==> src/rtl/slsm_pkg.sv <==
// Package: constants, types and helpers of the stack machine.
`timescale 1ns / 1ps
package slsm_pkg;
	localparam int STACK_DEPTH = 1024;
	localparam int CODE_DEPTH  = 4096;
	localparam int SAW         = $clog2(STACK_DEPTH);
	localparam int TW          = SAW + 1;
	localparam int PCW         = $clog2(CODE_DEPTH);
	localparam int WW          = 32;
	localparam int LEV_W       = 8;
	localparam int OPND_W      = 16;
	localparam int NPC_W       = 12;
	localparam int RESET_TOP   = 3;
	localparam int RESET_START = 1 % CODE_DEPTH;

	typedef enum logic [4:0] {
		OP_LOAD  = 5'd0,
		OP_LIT   = 5'd1,
		OP_STO   = 5'd2,
		OP_ADD   = 5'd3,
		OP_SUB   = 5'd4,
		OP_MUL   = 5'd5,
		OP_DIV   = 5'd6,
		OP_EQU   = 5'd7,
		OP_LSS   = 5'd8,
		OP_GTR   = 5'd9,
		OP_CALL  = 5'd10,
		OP_RET   = 5'd11,
		OP_RES   = 5'd12,
		OP_JMP   = 5'd13,
		OP_FJMP  = 5'd14,
		OP_HALT  = 5'd15,
		OP_NEG   = 5'd16,
		OP_READ  = 5'd17,
		OP_WRITE = 5'd18
	} opcode_t;

	typedef enum logic [2:0] {
		ST_RUN     = 3'd0,
		ST_HALT    = 3'd1,
		ST_DIV0    = 3'd2,
		ST_ILLEGAL = 3'd3,
		ST_RANGE   = 3'd4
	} status_t;

	typedef enum logic [3:0] {
		S_CLEAR,
		S_IDLE,
		S_WALK,
		S_WALKD,
		S_EXEC,
		S_RD0,
		S_RD1,
		S_RD2,
		S_OP,
		S_DIV,
		S_WR,
		S_DONE
	} state_t;

	typedef struct packed {
		logic [4:0]               opcode;
		logic [LEV_W-1:0]         level;
		logic signed [OPND_W-1:0] operand;
		logic signed [WW-1:0]     read_value;
	} item_t;

	typedef struct packed {
		logic [NPC_W-1:0]     next_pc;
		logic                 write_valid;
		logic signed [WW-1:0] write_value;
		status_t              status;
	} result_t;

	typedef struct packed {
		logic           we;
		logic [SAW-1:0] waddr;
		logic [WW-1:0]  wdata;
		logic           re;
		logic [SAW-1:0] raddr;
	} ram_req_t;

	typedef struct packed {
		logic          start;
		logic [WW-1:0] a;
		logic [WW-1:0] b;
	} div_req_t;

	typedef struct packed {
		logic          done;
		logic [WW-1:0] q;
	} div_rsp_t;

	function automatic logic [2:0] instr_len(input logic [4:0] op);
		logic [2:0] len;
		len = 3'd1;
		if (op == OP_LOAD || op == OP_STO || op == OP_READ || op == OP_CALL) begin
			len = 3'd4;
		end else if (op == OP_LIT || op == OP_RES || op == OP_JMP || op == OP_FJMP) begin
			len = 3'd3;
		end
		return len;
	endfunction
endpackage

==> src/rtl/slsm_div.sv <==
// Serial signed divider, one quotient bit per cycle, truncating toward zero.
`timescale 1ns / 1ps
module slsm_div (
	input  logic                clk,
	input  logic                arst_n,
	input  slsm_pkg::div_req_t  req,
	output slsm_pkg::div_rsp_t  rsp
);
	localparam int CW = $clog2(slsm_pkg::WW) + 1;

	logic                    busy_q;
	logic                    done_q;
	logic [CW-1:0]           cnt_q;
	logic                    neg_q;
	logic [slsm_pkg::WW-1:0] quo_q;
	logic [slsm_pkg::WW-1:0] mb_q;
	logic [slsm_pkg::WW:0]   rem_q;
	logic [slsm_pkg::WW:0]   shifted;
	logic [slsm_pkg::WW:0]   diff;
	logic                    na;
	logic                    nb;

	assign na      = req.a[slsm_pkg::WW-1];
	assign nb      = req.b[slsm_pkg::WW-1];
	assign shifted = {rem_q[slsm_pkg::WW-1:0], quo_q[slsm_pkg::WW-1]};
	assign diff    = shifted - {1'b0, mb_q};

	always_ff @(posedge clk or negedge arst_n) begin
		if (!arst_n) begin
			busy_q <= 1'b0;
			done_q <= 1'b0;
			cnt_q  <= '0;
		end else begin
			done_q <= 1'b0;
			if (req.start) begin
				busy_q <= 1'b1;
				cnt_q  <= CW'(slsm_pkg::WW);
			end else if (busy_q) begin
				cnt_q <= cnt_q - 1'b1;
				if (cnt_q == CW'(1)) begin
					busy_q <= 1'b0;
					done_q <= 1'b1;
				end
			end
		end
	end

	always_ff @(posedge clk) begin
		if (req.start) begin
			quo_q <= na ? (0 - req.a) : req.a;
			mb_q  <= nb ? (0 - req.b) : req.b;
			rem_q <= '0;
			neg_q <= na ^ nb;
		end else if (busy_q) begin
			// restore when the trial subtract goes negative
			if (diff[slsm_pkg::WW]) begin
				rem_q <= shifted;
				quo_q <= {quo_q[slsm_pkg::WW-2:0], 1'b0};
			end else begin
				rem_q <= diff;
				quo_q <= {quo_q[slsm_pkg::WW-2:0], 1'b1};
			end
		end
	end

	assign rsp.done = done_q;
	assign rsp.q    = neg_q ? (0 - quo_q) : quo_q;
endmodule

==> config.mk <==
export PLATFORM = sky130hd
export DESIGN_NAME = slsm_div
export DESIGN_NICKNAME = d
export VERILOG_FILES = /design/src/rtl/slsm_pkg.sv /design/src/rtl/slsm_div.sv
export SDC_FILE = /design/constraint.sdc
export NUM_CORES = 1
export LEC_CHECK = 0
export ABC_AREA = 0
export BUFFER_PORTS_ARGS = -buffer_cell sky130_fd_sc_hd__buf_2
export CAP_MARGIN = 10
export CORE_MARGIN = 3
export CORE_UTILIZATION = 25
export CTS_CLUSTER_SIZE = 40
export DETAILED_ROUTE_END_ITERATION = 12
export PLACE_DENSITY = 0.38
export SLEW_MARGIN = 10
export SYNTH_ARGS = -nofsm -noshare
export SYNTH_HDL_FRONTEND = slang
export SYNTH_SLANG_ARGS = --single-unit
==> constraint.sdc <==
create_clock -name clk -period 4.7 [get_ports clk]
set_input_delay 0.47 -clock clk [delete_from_list [all_inputs] [get_ports clk]]
set_output_delay 0.47 -clock clk [all_outputs]
set_load 0.1 [all_outputs]
# Word level (Yosys, flattened, before mapping)
# Cells that the tools add are included.
# word_totals
elab_cells	31
regBits	105
in_bits	67
# classes
n_eq_ne	1
reduce_logical	1
muxes	15
n_addsub	5
bitwise_logic	1
# ops
op	count
$mux 32	5
$sub 1x32->32 const A	3
$sub 33x32->33	1
$mux 31	1
$mux 6	2
$mux 1	7
$eq 6x1->1 const B	1
$sub 6x1->6 const B	1
$reduce_bool 2->1	1
$xor 1x1->1	1

# Longest topological paths before layout
# logic_depth
word_depth	4
ltp_mapped	13
ltp_nobuf	11

# Least setup slack after synthesis
# Ideal clock, no wire load.
# synth_timing
kind	register to output
startpoint	reg quo_q[17] (netlist bit)
endpoint	out rsp[29] (netlist bit)
stages_incl_launch_ff	9
slack_ns	1.098
t_arrival_ns	3.132
cell_sequence	edfxtp_1 or4_1 nor4_1 nand2b_1 nor3_1 nand2_1 or2_2 o41ai_1 xnor2_1
# synth_lines
element	line_no	rtl
from (decl)	slsm_div.sv:15	logic [slsm_pkg::WW-1:0] quo_q;
from (signal assigned)	slsm_div.sv:50	quo_q <= na ? (0 - req.a) : req.a;
from (signal assigned)	slsm_div.sv:58	quo_q <= {quo_q[slsm_pkg::WW-2:0], 1'b0};
from (signal assigned)	slsm_div.sv:61	quo_q <= {quo_q[slsm_pkg::WW-2:0], 1'b1};
to (decl)	slsm_div.sv:7	output slsm_pkg::div_rsp_t rsp

==> results.ini <==
[finish]
antennaDiodeCount=0
area_delta_synth_final_pct=15.15
layout_common_cells=buf_2, nand2_1, xnor2_1, nor2_1, edfxtp_1
layout_commonest_cell=buf_2
nNetsFinal=1085
layout-drive-gt1-share_pct=14.82

[sta]
finalSetupViolCount=0
hold_viol_final=0
max_freq_mhz=251.6
period_needed_ps=3974
worst_slew_pin_slew_ps=955.0
rsz0062_at_grt=false
period_share_pct=84.56
slew_viol_final=0
slew_headroom_pct=36.34
finalSetupTns_ps=0
skew_ps=14.34
setup_slack_ps=725.8

[critical_path]
endpoint_kind=output pin
critPathMaxStageDelay_ps=600
worstPathArrival_ps=3500
required_ps=4230
cp_top_family=simple AND/OR/NAND/NOR gates
crit_path_cell_trace=or4_1 > nor4_1 > nand2b_1 > nor3_1 > nand2_1 > or2_2 > o31ai_1 > xnor2_1 > buf_2
crit_path_start_kind=register
crit_type=reg2out
crit_path_max_fanout=4
cpMaxStageDelayCell=or4_1
cp_num_buf_inv=1

[synthesis]
synth_xor_area_share_pct=13.39
synth_seq_cells=105
seq_area_frac_synth_pct=35.29
synth-async-reset-ratio_pct=7.619
yosys_warnings=0
synthSimpleGateAreaFrac_pct=18.21
synth_compound_area_share_pct=20.21
netlist_area_um2=7914
synth_top_family_by_area=compound AO/OA/AOI/OAI gates
synthAdderAreaFrac_pct=6.103
synthCells=904
synth_cell_type_count=64
syn_nets=1009
syn_avg_cell_area_um2=8.754
synth_mux_area_share_pct=2.182
synth_flop_cell=edfxtp_1
synth_edf_count=65

[clock_network]
clock-sinks=105
cts_tree=done
clockRootBuffer=clkbuf_16
clk_transition_reported_paths_ps=90
clock_latency_ps=370
cts_setup_buffers=0
cts_buffers=9
post_cts_resized=0
htree_num_levels=3
cts_buffer_depth=2
cts.hold.buffers_added=1

[floorplanning]
core_um2=30910
io_pins=100
die_area_um2=33830
die_w_um=183.9
start_util_pct=25.60
chipHeight_um=183.9
rows=64

[route]
drt-initial-drc-count=422
wl_per_cell_um=15.71
routed_wl_mm=21.69
drt-pass1-iter-count=4
vias=6694
routed_via_density=4.847
drc=0
antenna_left=0

[run_status]
status=finished, final reports clean

[min_path]
worstHoldPathType=in2reg

[place]
gp_congestion=0.7762
pre_cts_slack_ps=1112
numPortBuffers=99
dpl.hpwl_mm=16.55

[power]
total_power_uw=3256
peakVddDrop_mv=0.1850
p_leak_uw=0.003542
power.density_nw_per_um2=357.3

[global_routing]
grt_pass1_wl_mm=34.84
grt_max_degree=65
grt_use_total_pct=12.79
antenna_found_initial=0
grt_overflow_total=0
grt_pass1_vias=6461

[job]
maxCapViolCount=0

## Yosys cell counts (11+ instances only)
cell	count	share of area [%]
a211oi_1	13	1.2
clkbuf_1	35	1.7
dfxtp_1	32	8.1
inv_1	50	2.4
or4_1	12	1.1
xnor2_1	80	8.9
nor2_1	74	3.5
xor2_1	41	4.5
nor3_1	20	1.3
mux2i_1	15	1.9
edfxtp_1	65	25
or3_1	11	0.87
o21ai_0	55	3.5
o31ai_1	32	3.0
ha_1	37	5.8
nand2_1	81	3.8
a21oi_1	55	3.5
nand3_1	13	0.82
a21o_1	18	1.7
nand2b_1	13	1.0
## where the power goes
group          leakage (µW)  switching, µW  internal [µW]
registers           0.00101            111           1100
logic               0.00239            923            335
clock network      0.000146            382            401
## per-layer routing
metal  vias to the layer above  part of all wire, %  global-route usage, %
li1                       3460                    -                      -
met1                      3133                   52                  18.36
met2                        86                   44                  20.06
met3                        15                  2.6                  1.840
met4                         0                  1.4                  3.538
met5                         -                    0                      0
## kinds of logic (layout without fill, tap and decap cells)
| family | count (synthesis) | in the layout |
|---|---|---|
| and+or+nand+nor | 285 | 285 |
| DFF | 105 | 105 |
| AOI/OAI and AO/OA | 243 | 243 |
| xor gates and xnor gates | 121 | 121 |
| adders and majority gates | 38 | 38 |
| buffers and inverters | 95 | 176 |
| muxes | 17 | 17 |
## stage by stage
stage	area (µm²)	util (%)	std cells	hold WS, ps
6_report	9112	29.48	1381	348.2
5_1_grt	9112	29.48	1381	339.9
4_1_cts	9112	29.48	1381	332.6
3_5_place_dp	8805	28.49	1364	336.2
3_3_place_gp	8805	28.49	1364	345.1
2_1_floorplan	7914	-	904	174.4
## final cells by class
type                            count  area [µm²]
Fill cell                        3290       21800
Multi-Input combinational cell    704        4756
Sequential cell                   105        2793
Timing Repair Buffer              110       583.1
Tap cell                          396       495.5
Clock buffer                       11       254.0
Inverter                           50       187.7
Clock inverter                      5       43.79
## worst paths after layout
| path | endpoint | cells past startpoint | startpoint | slack [ps] |
|---|---|---|---|---|
| setup / recovery | rsp[31] | 9 | quo_q[17]$_DFFE_PP_ | 730 |
| hold / removal | mb_q[0]$_DFFE_PP_ | 1 | req[0] | 350 |
| setup reg to reg | rem_q[29]$_SDFFE_PP0P_ | 10 | mb_q[4]$_DFFE_PP_ | 1360 |
| hold reg to reg | rem_q[16]$_SDFFE_PP0P_ | 2 | rem_q[16]$_SDFFE_PP0P_ | 500 |
| min in group asynchronous | cnt_q[1]$_DFFE_PN0P_ | 2 | arst_n | 490 |
| max in group asynchronous | cnt_q[4]$_DFFE_PN0P_ | 2 | arst_n | 4020 |
## sequential cells by signal, indices dropped and copies added (netlist names)
signal	cells
mb_q	32
quo_q	32
rem_q	32
cnt_q	6
busy_q	1
done_q	1
neg_q	1
Power figures use the tool's default switching activity.
