==> src/rtl/slsm_pkg.sv <==
// Package: constants, types and helpers of the stack machine.
`timescale 1ns / 1ps
package slsm_pkg;
	localparam int STACK_DEPTH = 1024;
	localparam int CODE_DEPTH  = 4096;
	localparam int SAW         = $clog2(STACK_DEPTH);
	localparam int TW          = SAW + 1;
	localparam int PCW         = $clog2(CODE_DEPTH);
	localparam int WW          = 32;
	localparam int LEV_W       = 8;
	localparam int OPND_W      = 16;
	localparam int NPC_W       = 12;
	localparam int RESET_TOP   = 3;
	localparam int RESET_START = 1 % CODE_DEPTH;

	typedef enum logic [4:0] {
		OP_LOAD  = 5'd0,
		OP_LIT   = 5'd1,
		OP_STO   = 5'd2,
		OP_ADD   = 5'd3,
		OP_SUB   = 5'd4,
		OP_MUL   = 5'd5,
		OP_DIV   = 5'd6,
		OP_EQU   = 5'd7,
		OP_LSS   = 5'd8,
		OP_GTR   = 5'd9,
		OP_CALL  = 5'd10,
		OP_RET   = 5'd11,
		OP_RES   = 5'd12,
		OP_JMP   = 5'd13,
		OP_FJMP  = 5'd14,
		OP_HALT  = 5'd15,
		OP_NEG   = 5'd16,
		OP_READ  = 5'd17,
		OP_WRITE = 5'd18
	} opcode_t;

	typedef enum logic [2:0] {
		ST_RUN     = 3'd0,
		ST_HALT    = 3'd1,
		ST_DIV0    = 3'd2,
		ST_ILLEGAL = 3'd3,
		ST_RANGE   = 3'd4
	} status_t;

	typedef enum logic [3:0] {
		S_CLEAR,
		S_IDLE,
		S_WALK,
		S_WALKD,
		S_EXEC,
		S_RD0,
		S_RD1,
		S_RD2,
		S_OP,
		S_DIV,
		S_WR,
		S_DONE
	} state_t;

	typedef struct packed {
		logic [4:0]               opcode;
		logic [LEV_W-1:0]         level;
		logic signed [OPND_W-1:0] operand;
		logic signed [WW-1:0]     read_value;
	} item_t;

	typedef struct packed {
		logic [NPC_W-1:0]     next_pc;
		logic                 write_valid;
		logic signed [WW-1:0] write_value;
		status_t              status;
	} result_t;

	typedef struct packed {
		logic           we;
		logic [SAW-1:0] waddr;
		logic [WW-1:0]  wdata;
		logic           re;
		logic [SAW-1:0] raddr;
	} ram_req_t;

	typedef struct packed {
		logic          start;
		logic [WW-1:0] a;
		logic [WW-1:0] b;
	} div_req_t;

	typedef struct packed {
		logic          done;
		logic [WW-1:0] q;
	} div_rsp_t;

	function automatic logic [2:0] instr_len(input logic [4:0] op);
		logic [2:0] len;
		len = 3'd1;
		if (op == OP_LOAD || op == OP_STO || op == OP_READ || op == OP_CALL) begin
			len = 3'd4;
		end else if (op == OP_LIT || op == OP_RES || op == OP_JMP || op == OP_FJMP) begin
			len = 3'd3;
		end
		return len;
	endfunction
endpackage

==> src/rtl/slsm_core.sv <==
// Sequencer and datapath: link walk, stack reads, operation, write-back, commit.
`timescale 1ns / 1ps
module slsm_core (
	input  logic                               clk,
	input  logic                               arst_n,
	input  logic                               item_valid,
	output logic                               item_ready,
	input  slsm_pkg::item_t                    item,
	input  logic                               cfg_we,
	input  logic [slsm_pkg::NPC_W-1:0]         cfg_wdata,
	output slsm_pkg::ram_req_t                 ram_req,
	input  logic [slsm_pkg::WW-1:0]            ram_rdata,
	output slsm_pkg::div_req_t                 div_req,
	input  slsm_pkg::div_rsp_t                 div_rsp,
	input  logic                               slot_free,
	output logic                               res_valid,
	output slsm_pkg::result_t                  res
);
	localparam int SAW = slsm_pkg::SAW;
	localparam int TW  = slsm_pkg::TW;
	localparam int PCW = slsm_pkg::PCW;
	localparam int WW  = slsm_pkg::WW;
	localparam int VW  = WW + 2;
	localparam int RSW = ((TW > slsm_pkg::OPND_W) ? TW : slsm_pkg::OPND_W) + 2;

	slsm_pkg::state_t  state_q, state_d;
	slsm_pkg::status_t run_q, run_d;
	slsm_pkg::status_t st_q, st_d;
	slsm_pkg::opcode_t op_q, op_d;

	logic [SAW-1:0]            clr_q, clr_d;
	logic [PCW-1:0]            pc_q, pc_d;
	logic [SAW-1:0]            base_q, base_d;
	logic [TW-1:0]             top_q, top_d;
	logic [slsm_pkg::LEV_W-1:0] lev_q, lev_d;
	logic [1:0]                wcnt_q, wcnt_d;

	logic [slsm_pkg::OPND_W-1:0] opnd_q, opnd_d;
	logic [WW-1:0]   rv_q, rv_d;
	logic [WW-1:0]   link_q, link_d;
	logic [SAW-1:0]  ra0_q, ra0_d, ra1_q, ra1_d, wa_q, wa_d;
	logic [WW-1:0]   wd_q, wd_d, d0_q, d0_d, d1_q, d1_d;
	logic [TW-1:0]   ntop_q, ntop_d;
	logic [SAW-1:0]  nbase_q, nbase_d;
	logic [PCW-1:0]  np_q, np_d;
	logic            wv_q, wv_d;

	logic [PCW-1:0]        seq;
	logic [PCW-1:0]        tgt;
	logic signed [VW-1:0]  vsum;
	logic                  var_ok;
	logic [SAW-1:0]        vaddr;
	logic signed [RSW-1:0] rsum;
	logic                  res_ok;
	logic [WW-1:0]         sext;
	logic [WW-1:0]         prod;
	logic [WW-1:0]         call_data;
	logic                  a_lt_b;
	logic                  b_lt_a;

	assign seq    = pc_q + PCW'(slsm_pkg::instr_len(op_q));
	assign tgt    = opnd_q[PCW-1:0];
	assign sext   = WW'($signed(opnd_q));
	assign vsum   = $signed({2'b00, link_q}) + VW'($signed(opnd_q));
	assign var_ok = !vsum[VW-1] && (vsum < VW'(slsm_pkg::STACK_DEPTH));
	assign vaddr  = vsum[SAW-1:0];
	assign rsum   = $signed({{(RSW-TW){1'b0}}, top_q}) + RSW'($signed(opnd_q));
	assign res_ok = !rsum[RSW-1] && (rsum <= RSW'(slsm_pkg::STACK_DEPTH));
	assign prod   = d1_q * d0_q;
	assign a_lt_b = $signed(d1_q) < $signed(d0_q);
	assign b_lt_a = $signed(d0_q) < $signed(d1_q);

	always_comb begin
		unique case (wcnt_q)
			2'd0:    call_data = link_q;
			2'd1:    call_data = WW'(base_q);
			default: call_data = WW'(seq);
		endcase
	end

	always_ff @(posedge clk or negedge arst_n) begin
		if (!arst_n) begin
			state_q <= slsm_pkg::S_CLEAR;
			run_q   <= slsm_pkg::ST_RUN;
			clr_q   <= '0;
			pc_q    <= PCW'(slsm_pkg::RESET_START);
			base_q  <= '0;
			top_q   <= TW'(slsm_pkg::RESET_TOP);
			lev_q   <= '0;
			wcnt_q  <= '0;
		end else begin
			state_q <= state_d;
			run_q   <= run_d;
			clr_q   <= clr_d;
			pc_q    <= pc_d;
			base_q  <= base_d;
			top_q   <= top_d;
			lev_q   <= lev_d;
			wcnt_q  <= wcnt_d;
		end
	end

	always_ff @(posedge clk) begin
		op_q    <= op_d;
		st_q    <= st_d;
		opnd_q  <= opnd_d;
		rv_q    <= rv_d;
		link_q  <= link_d;
		ra0_q   <= ra0_d;
		ra1_q   <= ra1_d;
		wa_q    <= wa_d;
		wd_q    <= wd_d;
		d0_q    <= d0_d;
		d1_q    <= d1_d;
		ntop_q  <= ntop_d;
		nbase_q <= nbase_d;
		np_q    <= np_d;
		wv_q    <= wv_d;
	end

	always_comb begin
		state_d = state_q;
		run_d   = run_q;
		clr_d   = clr_q;
		pc_d    = pc_q;
		base_d  = base_q;
		top_d   = top_q;
		lev_d   = lev_q;
		wcnt_d  = wcnt_q;
		op_d    = op_q;
		st_d    = st_q;
		opnd_d  = opnd_q;
		rv_d    = rv_q;
		link_d  = link_q;
		ra0_d   = ra0_q;
		ra1_d   = ra1_q;
		wa_d    = wa_q;
		wd_d    = wd_q;
		d0_d    = d0_q;
		d1_d    = d1_q;
		ntop_d  = ntop_q;
		nbase_d = nbase_q;
		np_d    = np_q;
		wv_d    = wv_q;

		item_ready    = 1'b0;
		res_valid     = 1'b0;
		ram_req       = '0;
		div_req.start = 1'b0;
		div_req.a     = d1_q;
		div_req.b     = d0_q;

		unique case (state_q)
			slsm_pkg::S_CLEAR: begin
				ram_req.we    = 1'b1;
				ram_req.waddr = clr_q;
				clr_d         = clr_q + 1'b1;
				if (clr_q == SAW'(slsm_pkg::STACK_DEPTH - 1)) begin
					state_d = slsm_pkg::S_IDLE;
				end
			end
			slsm_pkg::S_IDLE: begin
				item_ready = 1'b1;
				if (item_valid) begin
					op_d    = slsm_pkg::opcode_t'(item.opcode);
					opnd_d  = item.operand;
					rv_d    = item.read_value;
					link_d  = WW'(base_q);
					ntop_d  = top_q;
					nbase_d = base_q;
					wv_d    = 1'b0;
					wcnt_d  = '0;
					st_d    = slsm_pkg::ST_RUN;
					lev_d   = '0;
					if (item.opcode == slsm_pkg::OP_LOAD || item.opcode == slsm_pkg::OP_STO ||
						item.opcode == slsm_pkg::OP_READ || item.opcode == slsm_pkg::OP_CALL) begin
						lev_d = item.level;
					end
					if (run_q != slsm_pkg::ST_RUN) begin
						st_d    = run_q;
						state_d = slsm_pkg::S_DONE;
					end else begin
						state_d = slsm_pkg::S_WALK;
					end
				end
			end
			slsm_pkg::S_WALK: begin
				if (lev_q == '0) begin
					state_d = slsm_pkg::S_EXEC;
				end else if (link_q >= WW'(slsm_pkg::STACK_DEPTH)) begin
					st_d    = slsm_pkg::ST_RANGE;
					state_d = slsm_pkg::S_DONE;
				end else begin
					ram_req.re    = 1'b1;
					ram_req.raddr = link_q[SAW-1:0];
					state_d       = slsm_pkg::S_WALKD;
				end
			end
			slsm_pkg::S_WALKD: begin
				link_d  = ram_rdata;
				lev_d   = lev_q - 1'b1;
				state_d = slsm_pkg::S_WALK;
			end
			slsm_pkg::S_EXEC: begin
				np_d    = seq;
				state_d = slsm_pkg::S_DONE;
				unique case (op_q)
					slsm_pkg::OP_LOAD: begin
						if (!var_ok || top_q >= TW'(slsm_pkg::STACK_DEPTH)) begin
							st_d = slsm_pkg::ST_RANGE;
						end else begin
							ra0_d   = vaddr;
							wa_d    = top_q[SAW-1:0];
							ntop_d  = top_q + 1'b1;
							state_d = slsm_pkg::S_RD0;
						end
					end
					slsm_pkg::OP_LIT: begin
						if (top_q >= TW'(slsm_pkg::STACK_DEPTH)) begin
							st_d = slsm_pkg::ST_RANGE;
						end else begin
							wa_d    = top_q[SAW-1:0];
							wd_d    = sext;
							ntop_d  = top_q + 1'b1;
							state_d = slsm_pkg::S_WR;
						end
					end
					slsm_pkg::OP_STO: begin
						if (!var_ok || top_q == '0) begin
							st_d = slsm_pkg::ST_RANGE;
						end else begin
							ra0_d   = SAW'(top_q - 1'b1);
							wa_d    = vaddr;
							ntop_d  = top_q - 1'b1;
							state_d = slsm_pkg::S_RD0;
						end
					end
					slsm_pkg::OP_ADD, slsm_pkg::OP_SUB, slsm_pkg::OP_MUL, slsm_pkg::OP_DIV,
					slsm_pkg::OP_EQU, slsm_pkg::OP_LSS, slsm_pkg::OP_GTR: begin
						if (top_q < TW'(2)) begin
							st_d = slsm_pkg::ST_RANGE;
						end else begin
							ra0_d   = SAW'(top_q - 1'b1);
							ra1_d   = SAW'(top_q - TW'(2));
							wa_d    = SAW'(top_q - TW'(2));
							ntop_d  = top_q - 1'b1;
							state_d = slsm_pkg::S_RD0;
						end
					end
					slsm_pkg::OP_CALL: begin
						if (({1'b0, top_q} + (TW+1)'(3)) > (TW+1)'(slsm_pkg::STACK_DEPTH)) begin
							st_d = slsm_pkg::ST_RANGE;
						end else begin
							nbase_d = top_q[SAW-1:0];
							ntop_d  = top_q + TW'(3);
							np_d    = tgt;
							state_d = slsm_pkg::S_WR;
						end
					end
					slsm_pkg::OP_RET: begin
						if (({1'b0, base_q} + TW'(2)) >= TW'(slsm_pkg::STACK_DEPTH)) begin
							st_d = slsm_pkg::ST_RANGE;
						end else begin
							ra0_d   = base_q + 1'b1;
							ra1_d   = base_q + SAW'(2);
							ntop_d  = TW'(base_q);
							state_d = slsm_pkg::S_RD0;
						end
					end
					slsm_pkg::OP_RES: begin
						if (!res_ok) begin
							st_d = slsm_pkg::ST_RANGE;
						end else begin
							ntop_d = rsum[TW-1:0];
						end
					end
					slsm_pkg::OP_JMP: begin
						np_d = tgt;
					end
					slsm_pkg::OP_FJMP, slsm_pkg::OP_NEG, slsm_pkg::OP_WRITE: begin
						if (top_q == '0) begin
							st_d = slsm_pkg::ST_RANGE;
						end else begin
							ra0_d = SAW'(top_q - 1'b1);
							wa_d  = SAW'(top_q - 1'b1);
							if (op_q != slsm_pkg::OP_NEG) begin
								ntop_d = top_q - 1'b1;
							end
							state_d = slsm_pkg::S_RD0;
						end
					end
					slsm_pkg::OP_HALT: begin
						st_d = slsm_pkg::ST_HALT;
					end
					slsm_pkg::OP_READ: begin
						if (!var_ok) begin
							st_d = slsm_pkg::ST_RANGE;
						end else begin
							wa_d    = vaddr;
							wd_d    = rv_q;
							state_d = slsm_pkg::S_WR;
						end
					end
					default: begin
						st_d = slsm_pkg::ST_ILLEGAL;
					end
				endcase
			end
			slsm_pkg::S_RD0: begin
				ram_req.re    = 1'b1;
				ram_req.raddr = ra0_q;
				state_d       = slsm_pkg::S_RD1;
			end
			slsm_pkg::S_RD1: begin
				ram_req.re    = 1'b1;
				ram_req.raddr = ra1_q;
				d0_d          = ram_rdata;
				state_d       = slsm_pkg::S_RD2;
			end
			slsm_pkg::S_RD2: begin
				d1_d    = ram_rdata;
				state_d = slsm_pkg::S_OP;
			end
			slsm_pkg::S_OP: begin
				state_d = slsm_pkg::S_WR;
				unique case (op_q)
					slsm_pkg::OP_LOAD, slsm_pkg::OP_STO: wd_d = d0_q;
					slsm_pkg::OP_ADD: wd_d = d1_q + d0_q;
					slsm_pkg::OP_SUB: wd_d = d1_q - d0_q;
					slsm_pkg::OP_MUL: wd_d = prod;
					slsm_pkg::OP_EQU: wd_d = WW'(d1_q == d0_q);
					slsm_pkg::OP_LSS: wd_d = WW'(a_lt_b);
					slsm_pkg::OP_GTR: wd_d = WW'(b_lt_a);
					slsm_pkg::OP_NEG: wd_d = 0 - d0_q;
					slsm_pkg::OP_DIV: begin
						if (d0_q == '0) begin
							st_d    = slsm_pkg::ST_DIV0;
							state_d = slsm_pkg::S_DONE;
						end else begin
							div_req.start = 1'b1;
							state_d       = slsm_pkg::S_DIV;
						end
					end
					slsm_pkg::OP_RET: begin
						state_d = slsm_pkg::S_DONE;
						if (d0_q >= WW'(slsm_pkg::STACK_DEPTH)) begin
							st_d = slsm_pkg::ST_RANGE;
						end else begin
							nbase_d = d0_q[SAW-1:0];
							np_d    = d1_q[PCW-1:0];
						end
					end
					slsm_pkg::OP_FJMP: begin
						state_d = slsm_pkg::S_DONE;
						if (d0_q == '0) begin
							np_d = tgt;
						end
					end
					slsm_pkg::OP_WRITE: begin
						state_d = slsm_pkg::S_DONE;
						wv_d    = 1'b1;
						wd_d    = d0_q;
					end
					default: begin
						state_d = slsm_pkg::S_DONE;
					end
				endcase
			end
			slsm_pkg::S_DIV: begin
				if (div_rsp.done) begin
					wd_d    = div_rsp.q;
					state_d = slsm_pkg::S_WR;
				end
			end
			slsm_pkg::S_WR: begin
				ram_req.we = 1'b1;
				if (op_q == slsm_pkg::OP_CALL) begin
					// frame: static link, old base, return address
					ram_req.waddr = top_q[SAW-1:0] + SAW'(wcnt_q);
					ram_req.wdata = call_data;
					wcnt_d        = wcnt_q + 1'b1;
					if (wcnt_q == 2'd2) begin
						state_d = slsm_pkg::S_DONE;
					end
				end else begin
					ram_req.waddr = wa_q;
					ram_req.wdata = wd_q;
					state_d       = slsm_pkg::S_DONE;
				end
			end
			slsm_pkg::S_DONE: begin
				if (slot_free) begin
					res_valid = 1'b1;
					state_d   = slsm_pkg::S_IDLE;
					if (st_q == slsm_pkg::ST_RUN) begin
						top_d  = ntop_q;
						base_d = nbase_q;
						pc_d   = np_q;
					end else begin
						run_d = st_q;
					end
				end
			end
			default: begin
				state_d = slsm_pkg::S_IDLE;
			end
		endcase

		// restart: stack contents are kept
		if (cfg_we) begin
			pc_d   = cfg_wdata[PCW-1:0];
			base_d = '0;
			top_d  = TW'(slsm_pkg::RESET_TOP);
			run_d  = slsm_pkg::ST_RUN;
		end
	end

	assign res.next_pc     = slsm_pkg::NPC_W'((st_q == slsm_pkg::ST_RUN) ? np_q : pc_q);
	assign res.write_valid = (st_q == slsm_pkg::ST_RUN) && wv_q;
	assign res.write_value = ((st_q == slsm_pkg::ST_RUN) && wv_q) ? wd_q : '0;
	assign res.status      = st_q;
endmodule

==> config.mk <==
export PLATFORM = sky130hd
export DESIGN_NAME = slsm_core
export DESIGN_NICKNAME = d
export VERILOG_FILES = /design/src/rtl/slsm_pkg.sv /design/src/rtl/slsm_core.sv
export SDC_FILE = /design/constraint.sdc
export NUM_CORES = 2
export LEC_CHECK = 0
export BUFFER_PORTS_ARGS = -buffer_cell sky130_fd_sc_hd__buf_2
export CAP_MARGIN = 20
export CORE_ASPECT_RATIO = 0.75
export CORE_UTILIZATION = 40
export CTS_BUF_LIST = sky130_fd_sc_hd__clkbuf_4
export CTS_CLUSTER_DIAMETER = 60
export CTS_CLUSTER_SIZE = 40
export DETAILED_ROUTE_END_ITERATION = 16
export GPL_TIMING_DRIVEN = 0
export RECOVER_POWER = 100
export SLEW_MARGIN = 0
export SYNTH_ARGS = -nofsm -noshare
export SYNTH_HDL_FRONTEND = slang
export SYNTH_SLANG_ARGS = --single-unit
==> constraint.sdc <==
create_clock -name clk -period 13.7 [get_ports clk]
set_input_delay 2.74 -clock clk [delete_from_list [all_inputs] [get_ports clk]]
set_output_delay 2.74 -clock clk [all_outputs]
set_load 0.01 [all_outputs]
== Word level (Yosys, flattened, before mapping) ==
Index checks and enable logic that the tools add are counted.
Widths: inputs -> output; s select.

* Register bits after elaboration: 308
* Input bits: 143
* Output and inout bits: 169
* Word-level logic and storage cells: 325

* Add/subtract/negate cells: 18
* Multiply operators: 1
* $lt $le $gt $ge: 10
* Equality and inequality tests: 87
* Mux-type cells: 126
* Reductions and logical operators: 60

{| class="wikitable"
|+ Operators by type and width
! operator !! count
|-
| $pmux 32 s8 || 1
|-
| $mux 10 || 20
|-
| $mux 32 || 6
|-
| $pmux 32 s2 || 3
|-
| $mux 11 || 16
|-
| $pmux 32 s3 || 1
|-
| $pmux 11 s8 || 1
|-
| $mux 12 || 7
|-
| $ne 3x3->1 const B || 25
|-
| $pmux 12 s2 || 3
|-
| $ge 32x11->1 const B || 2
|-
| $lt 32x32->1 || 2
|-
| $mux 3 || 20
|-
| $pmux 10 s6 || 1
|-
| $mux 4 || 14
|-
| $pmux 10 s5 || 1
|-
| $pmux 4 s12 || 1
|-
| $eq 5x4->1 const B || 9
|-
| $pmux 11 s2 || 2
|-
| $mux 42 || 1
|-
| $ne 2x2->1 const B || 19
|-
| $add 33x16->34 || 1
|-
| $lt 34x12->1 const B || 1
|-
| $pmux 11 s3 || 1
|-
| other kinds (78) || 144
|}

== Logic depth before layout (Yosys ltp) ==
* Depth after elaboration: 10
* Depth in mapped cells: 31

== Worst setup path after synthesis ==
OpenSTA, ideal clock, no wires.

* Kind: reg-to-reg
* From: register d0_q[6]
* To: register wd_q[31], data pin
* Setup time: 0.267 ns
* Arrival time: 7.450 ns
* Slack: 5.983 ns
* Stages on the path, launching flop included: 29
* Path buffers: 2
* Cell sequence: edfxtp_1 clkbuf_1 clkinv_1 clkbuf_1 nor2_1 fa_1 fa_1 fa_1 inv_1 fa_1 inv_1 fa_1 inv_1 fa_1 inv_1 fa_1 inv_1 fa_1 inv_1 ha_1 a21o_1 a21o_1 a211oi_1 nor3_1 nor2_1 a31oi_1 xnor2_1 a221oi_1 o31ai_1

* Longest elaborated chain between the ends: 3

{| class="wikitable"
|+ Ends and longest elaborated chain
! what !! RTL line !! text
|-
| start, declared || slsm_core.sv:42 || <nowiki>logic [WW-1:0] wd_q, wd_d, d0_q, d0_d, d1_q, d1_d;</nowiki>
|-
| start signal, assigned || slsm_core.sv:113 || <nowiki>d0_q <= d0_d;</nowiki>
|-
| $mul 32x32->32, or another cell as far along || slsm_core.sv:69 || <nowiki>assign prod = d1_q * d0_q;</nowiki>
|-
| $pmux 32 s8 * || slsm_core.sv:326 || <nowiki>unique case (op_q)</nowiki>
|-
| $pmux 32 s3 * || slsm_core.sv:153 || <nowiki>unique case (state_q)</nowiki>
|-
| via wd_d[31] || slsm_core.sv:42 ||
|-
| end signal, assigned || slsm_core.sv:112 || <nowiki>wd_q <= wd_d;</nowiki>
|-
| end, declared || slsm_core.sv:42 ||
|}

The timed path passes the listed nets; every way through them passes the cells marked *.
A chain may end at the register's enable or synchronous reset.

== Worst setup path in the final report ==
* From: register d1_q[4]
* To: register wd_q[31], data pin

* Longest elaborated chain between the ends: 3

{| class="wikitable"
|+ Ends and longest elaborated chain
! what !! RTL line !! text
|-
| start, declared || slsm_core.sv:42 ||
|-
| start signal, assigned || slsm_core.sv:114 || <nowiki>d1_q <= d1_d;</nowiki>
|-
| $mul 32x32->32, or another cell as far along || slsm_core.sv:69 ||
|-
| $pmux 32 s8 * || slsm_core.sv:326 ||
|-
| $pmux 32 s3 * || slsm_core.sv:153 ||
|-
| via wd_d[31] || slsm_core.sv:42 ||
|}

Marks and branches as above.

==> results by group <==
Status
  • Status: complete, but fails checks
  • Failing checks: max-capacitance violations, max-slew violations

Floorplanning
  • Core Area: 0.0956 sq mm
  • # IOs: around 310
  • Die Footprint: between 0.09 and 0.1 sq mm
  • Initial Utilization: 0.406
  • Die height: 272 microns
  • Site Rows: 98
  • Die width: 362 microns

Timing
  • Relative slew slack: -1.57
  • Slew Viols, Final: roughly 260
  • Clk_skew: 220 ps
  • Crit path time final: between 10000 and 15000 ps
  • Final Hold Fails: 0
  • Worst slew pin tran: 3860 ps
  • Final WS setup: 1290 ps
  • Endpoints failing setup: 0
  • Period Utilization, post-route: 0.906
  • RSZ-0062 raised after global routing: false
  • Total negative setup slack: 0 ps
  • Max Freq: just over 80 MHz

Power
  • Final Power: ~1800 uW
  • VDD IR-drop max: 69.3 uV
  • Leakage: 0.0181 uW
  • PD cells: 42.1 mW/mm^2

Yosys
  • Yosys top cell by area: fa_1
  • Register area share after synthesis: 0.231
  • Post-Synth Simple-Gate Area: 0.165
  • Mean Syn Cell Area: approximately 8.7 sq um
  • Synth Flop Type: edfxtp_1
  • Count leader, synth: inv_1
  • Yosys warns: 0
  • Net Count, Synth: roughly 5.3k
  • Ys async rst share: 0.195
  • Seq cells post-synth: just over 300
  • Synth Area in Adders: 0.306
  • Top cells by area, synth: fa_1 21%, edfxtp_1 19%, ha_1 9.2%, inv_1 5.3%, nand2_1 5.2%
  • Mapped Cells: 4479
  • Number of synthesized flops with an enable pin: between 200 and 250
  • Post-synthesis xor/xnor area fraction: 0.0522
  • Multiplexer share of the synthesized area: 0.00610
  • Commonest cells in the netlist: 551 x inv_1, 536 x nand2_1, 498 x nor2_1
  • Unique masters post-synth: between 90 and 100
  • Cell Area, Synth: 0.0388 sq mm
  • Compound-gate portion of the synthesized area: 0.158
  • Yosys top cell area share: 0.214
  • Largest family of logic cells by synthesized area: adder cells

Routing
  • Vias post-DR: 38.1k
  • DRC viols: 0
  • Drt pass-1 iters: 7
  • Vias per inst: 6.21
  • Wirelength per Cell: 32.4 microns
  • ANT nets after route: 0
  • Routed WL: approximately 200000 microns
  • Number of DRC markers in iteration 0: 5771

Clock tree
  • H-tree depth: 1
  • Clock latency on the worst-skew pair: around 1100 ps
  • Cts hold-fix bufs: 0
  • Clk pin slew, worst setup/hold paths: 220 ps
  • Clk buf depth: 3
  • CTS root buffer: clkbuf_4
  • Cts repair resizes: 0
  • CTS tree: built
  • Clk sinks: 308
  • Post-CTS Setup Bufs: 0
  • Total CTS buffers: 31

Critical path
  • Reg2reg path depth: 27
  • RR Startpoint: d1_q[4]$_DFFE_PP_
  • CP Launch Point: d1_q[4]$_DFFE_PP_
  • Worst Path Max Fanout: 10
  • CP Class: flop to flop
  • Critical Path RT: 14520 ps
  • Element type at the critical path start: flop
  • Worst EP arrival: 13230 ps
  • CP Capture Type: flop

Global routing
  • Initial antenna violation count: 17
  • GRT overflow: 0
  • Total GRT Usage: 0.398
  • Global-route wire length before repair: 275000 microns
  • Pin count of the biggest net entering global routing: between 50 and 60
  • Number of global-route vias before repair: 35.5k

Finish
  • Nets: 5694
  • Area growth, synth to finish: 9.95%
  • Fill count: 9786
  • Layout cell share with drive strength beyond 1: 0.0496

Hold path
  • Hold Crit Class: flop to flop
  • Hold_sp: ntop_q[1]$_DFFE_PP_
  • Hold path depth: 2

Place
  • Dpl hpwl: about 160000 microns
  • Port Buf Inserts: 311
  • Placer Congestion: 1.06
  • Post-place setup slack: 2510 ps

Job
  • MaxCap Viol Count: 11
==> sequential cells by signal, indices dropped and copies added (netlist names), 11 cells and up <==
register / cells
d0_q: 32
d1_q: 32
link_q: 32
rv_q: 32
wd_q: 32
opnd_q: 16
np_q: 12
pc_q: 12
ntop_q: 11
top_q: 11
==> stage by stage <==
stage	instance area, sq um	util	std cells	hold WS [ps]
after floorplan	38800	-	4479	443
final	42600	0.446	6135	452
after global placement	41900	0.438	6040	445
after detailed placement	42300	0.442	6061	451
after global routing	42600	0.446	6131	518
after CTS	43000	0.450	6119	472
==> final timing paths <==
path	slack, ps	end
min reg2reg	450	top_q[1]$_DFFE_PN1P_
max	1290	wd_q[31]$_DFFE_PP_
min in group asynchronous	1500	pc_q[3]$_DFFE_PN0P_
max in group asynchronous	8000	top_q[6]$_DFFE_PN0P_
max reg2reg	1290	wd_q[31]$_DFFE_PP_
min	450	top_q[1]$_DFFE_PN1P_
==> area by class of cell <==
class / instances / area, sq um / area share
plain buffers: 261 / 1030 / 0.0242
well taps: 1250 / 1560 / 0.0367
clock buffers: 31 / 233 / 0.00546
flip-flops and latches: 308 / 8950 / 0.210
inverters: 574 / 2150 / 0.0505
repair buffers: 340 / 1520 / 0.0356
diodes: 8 / 20.0 / 0.000469
multi-input cells: 3336 / 26700 / 0.625
clock inverters: 27 / 500 / 0.0117
==> cell usage in the layout, fill, tap and decap left out, types with 106 or more instances in the layout <==
cell,instances
inv_1,553
nand2_1,536
nor2_1,498
clkbuf_1,448
fa_1,415
ha_1,284
a21oi_1,257
edfxtp_1,248
o21ai_0,201
xnor2_1,175
buf_2,106
==> where the power goes <==
part	internal [uW]	switching [uW]	total, uW
clock	196	521	717
sequential	1010	5.03	1010
combinational	25.2	39.6	64.8
total	1230	566	1800
==> worst max-delay path: stages (launching register included) <==
cell      delay, ps
edfxtp_1        730
clkbuf_1       1030
clkinv_1        850
clkbuf_1        600
nor2_1          270
fa_1            470
fa_1            470
fa_1            570
inv_1            60
fa_1            530
inv_1            60
fa_1            450
ha_1            330
fa_1            540
inv_1            50
fa_1            520
inv_1            50
ha_1            350
o21a_1          140
o21ai_0         220
a211oi_1         90
a211oi_1       1430
nor3_1          110
nor2_1          570
a31oi_1         310
xnor2_1         510
a221oi_1        300
o31ai_1         640
==> per-layer routing <==
| layer | vias to the layer above | wire length, microns | track usage |
|---|---|---|---|
| met2 | 2801 | 72600 | 0.502 |
| li1 | 15831 | - | - |
| met5 | - | 180 | 0 |
| met3 | 312 | 33300 | 0.189 |
| met4 | 16 | 4990 | 0.0802 |
| met1 | 19110 | 87800 | 0.599 |
==> cell families after synthesis <==
family                     Yosys count
AOI/OAI and AO/OA                  931
adders and majority gates          699
buffers and inverters              835
xor gates and xnor gates           231
and+or+nand+nor                   1452
muxes                               23
DFF                                308
No activity file was read; power rests on OpenSTA's default activity.
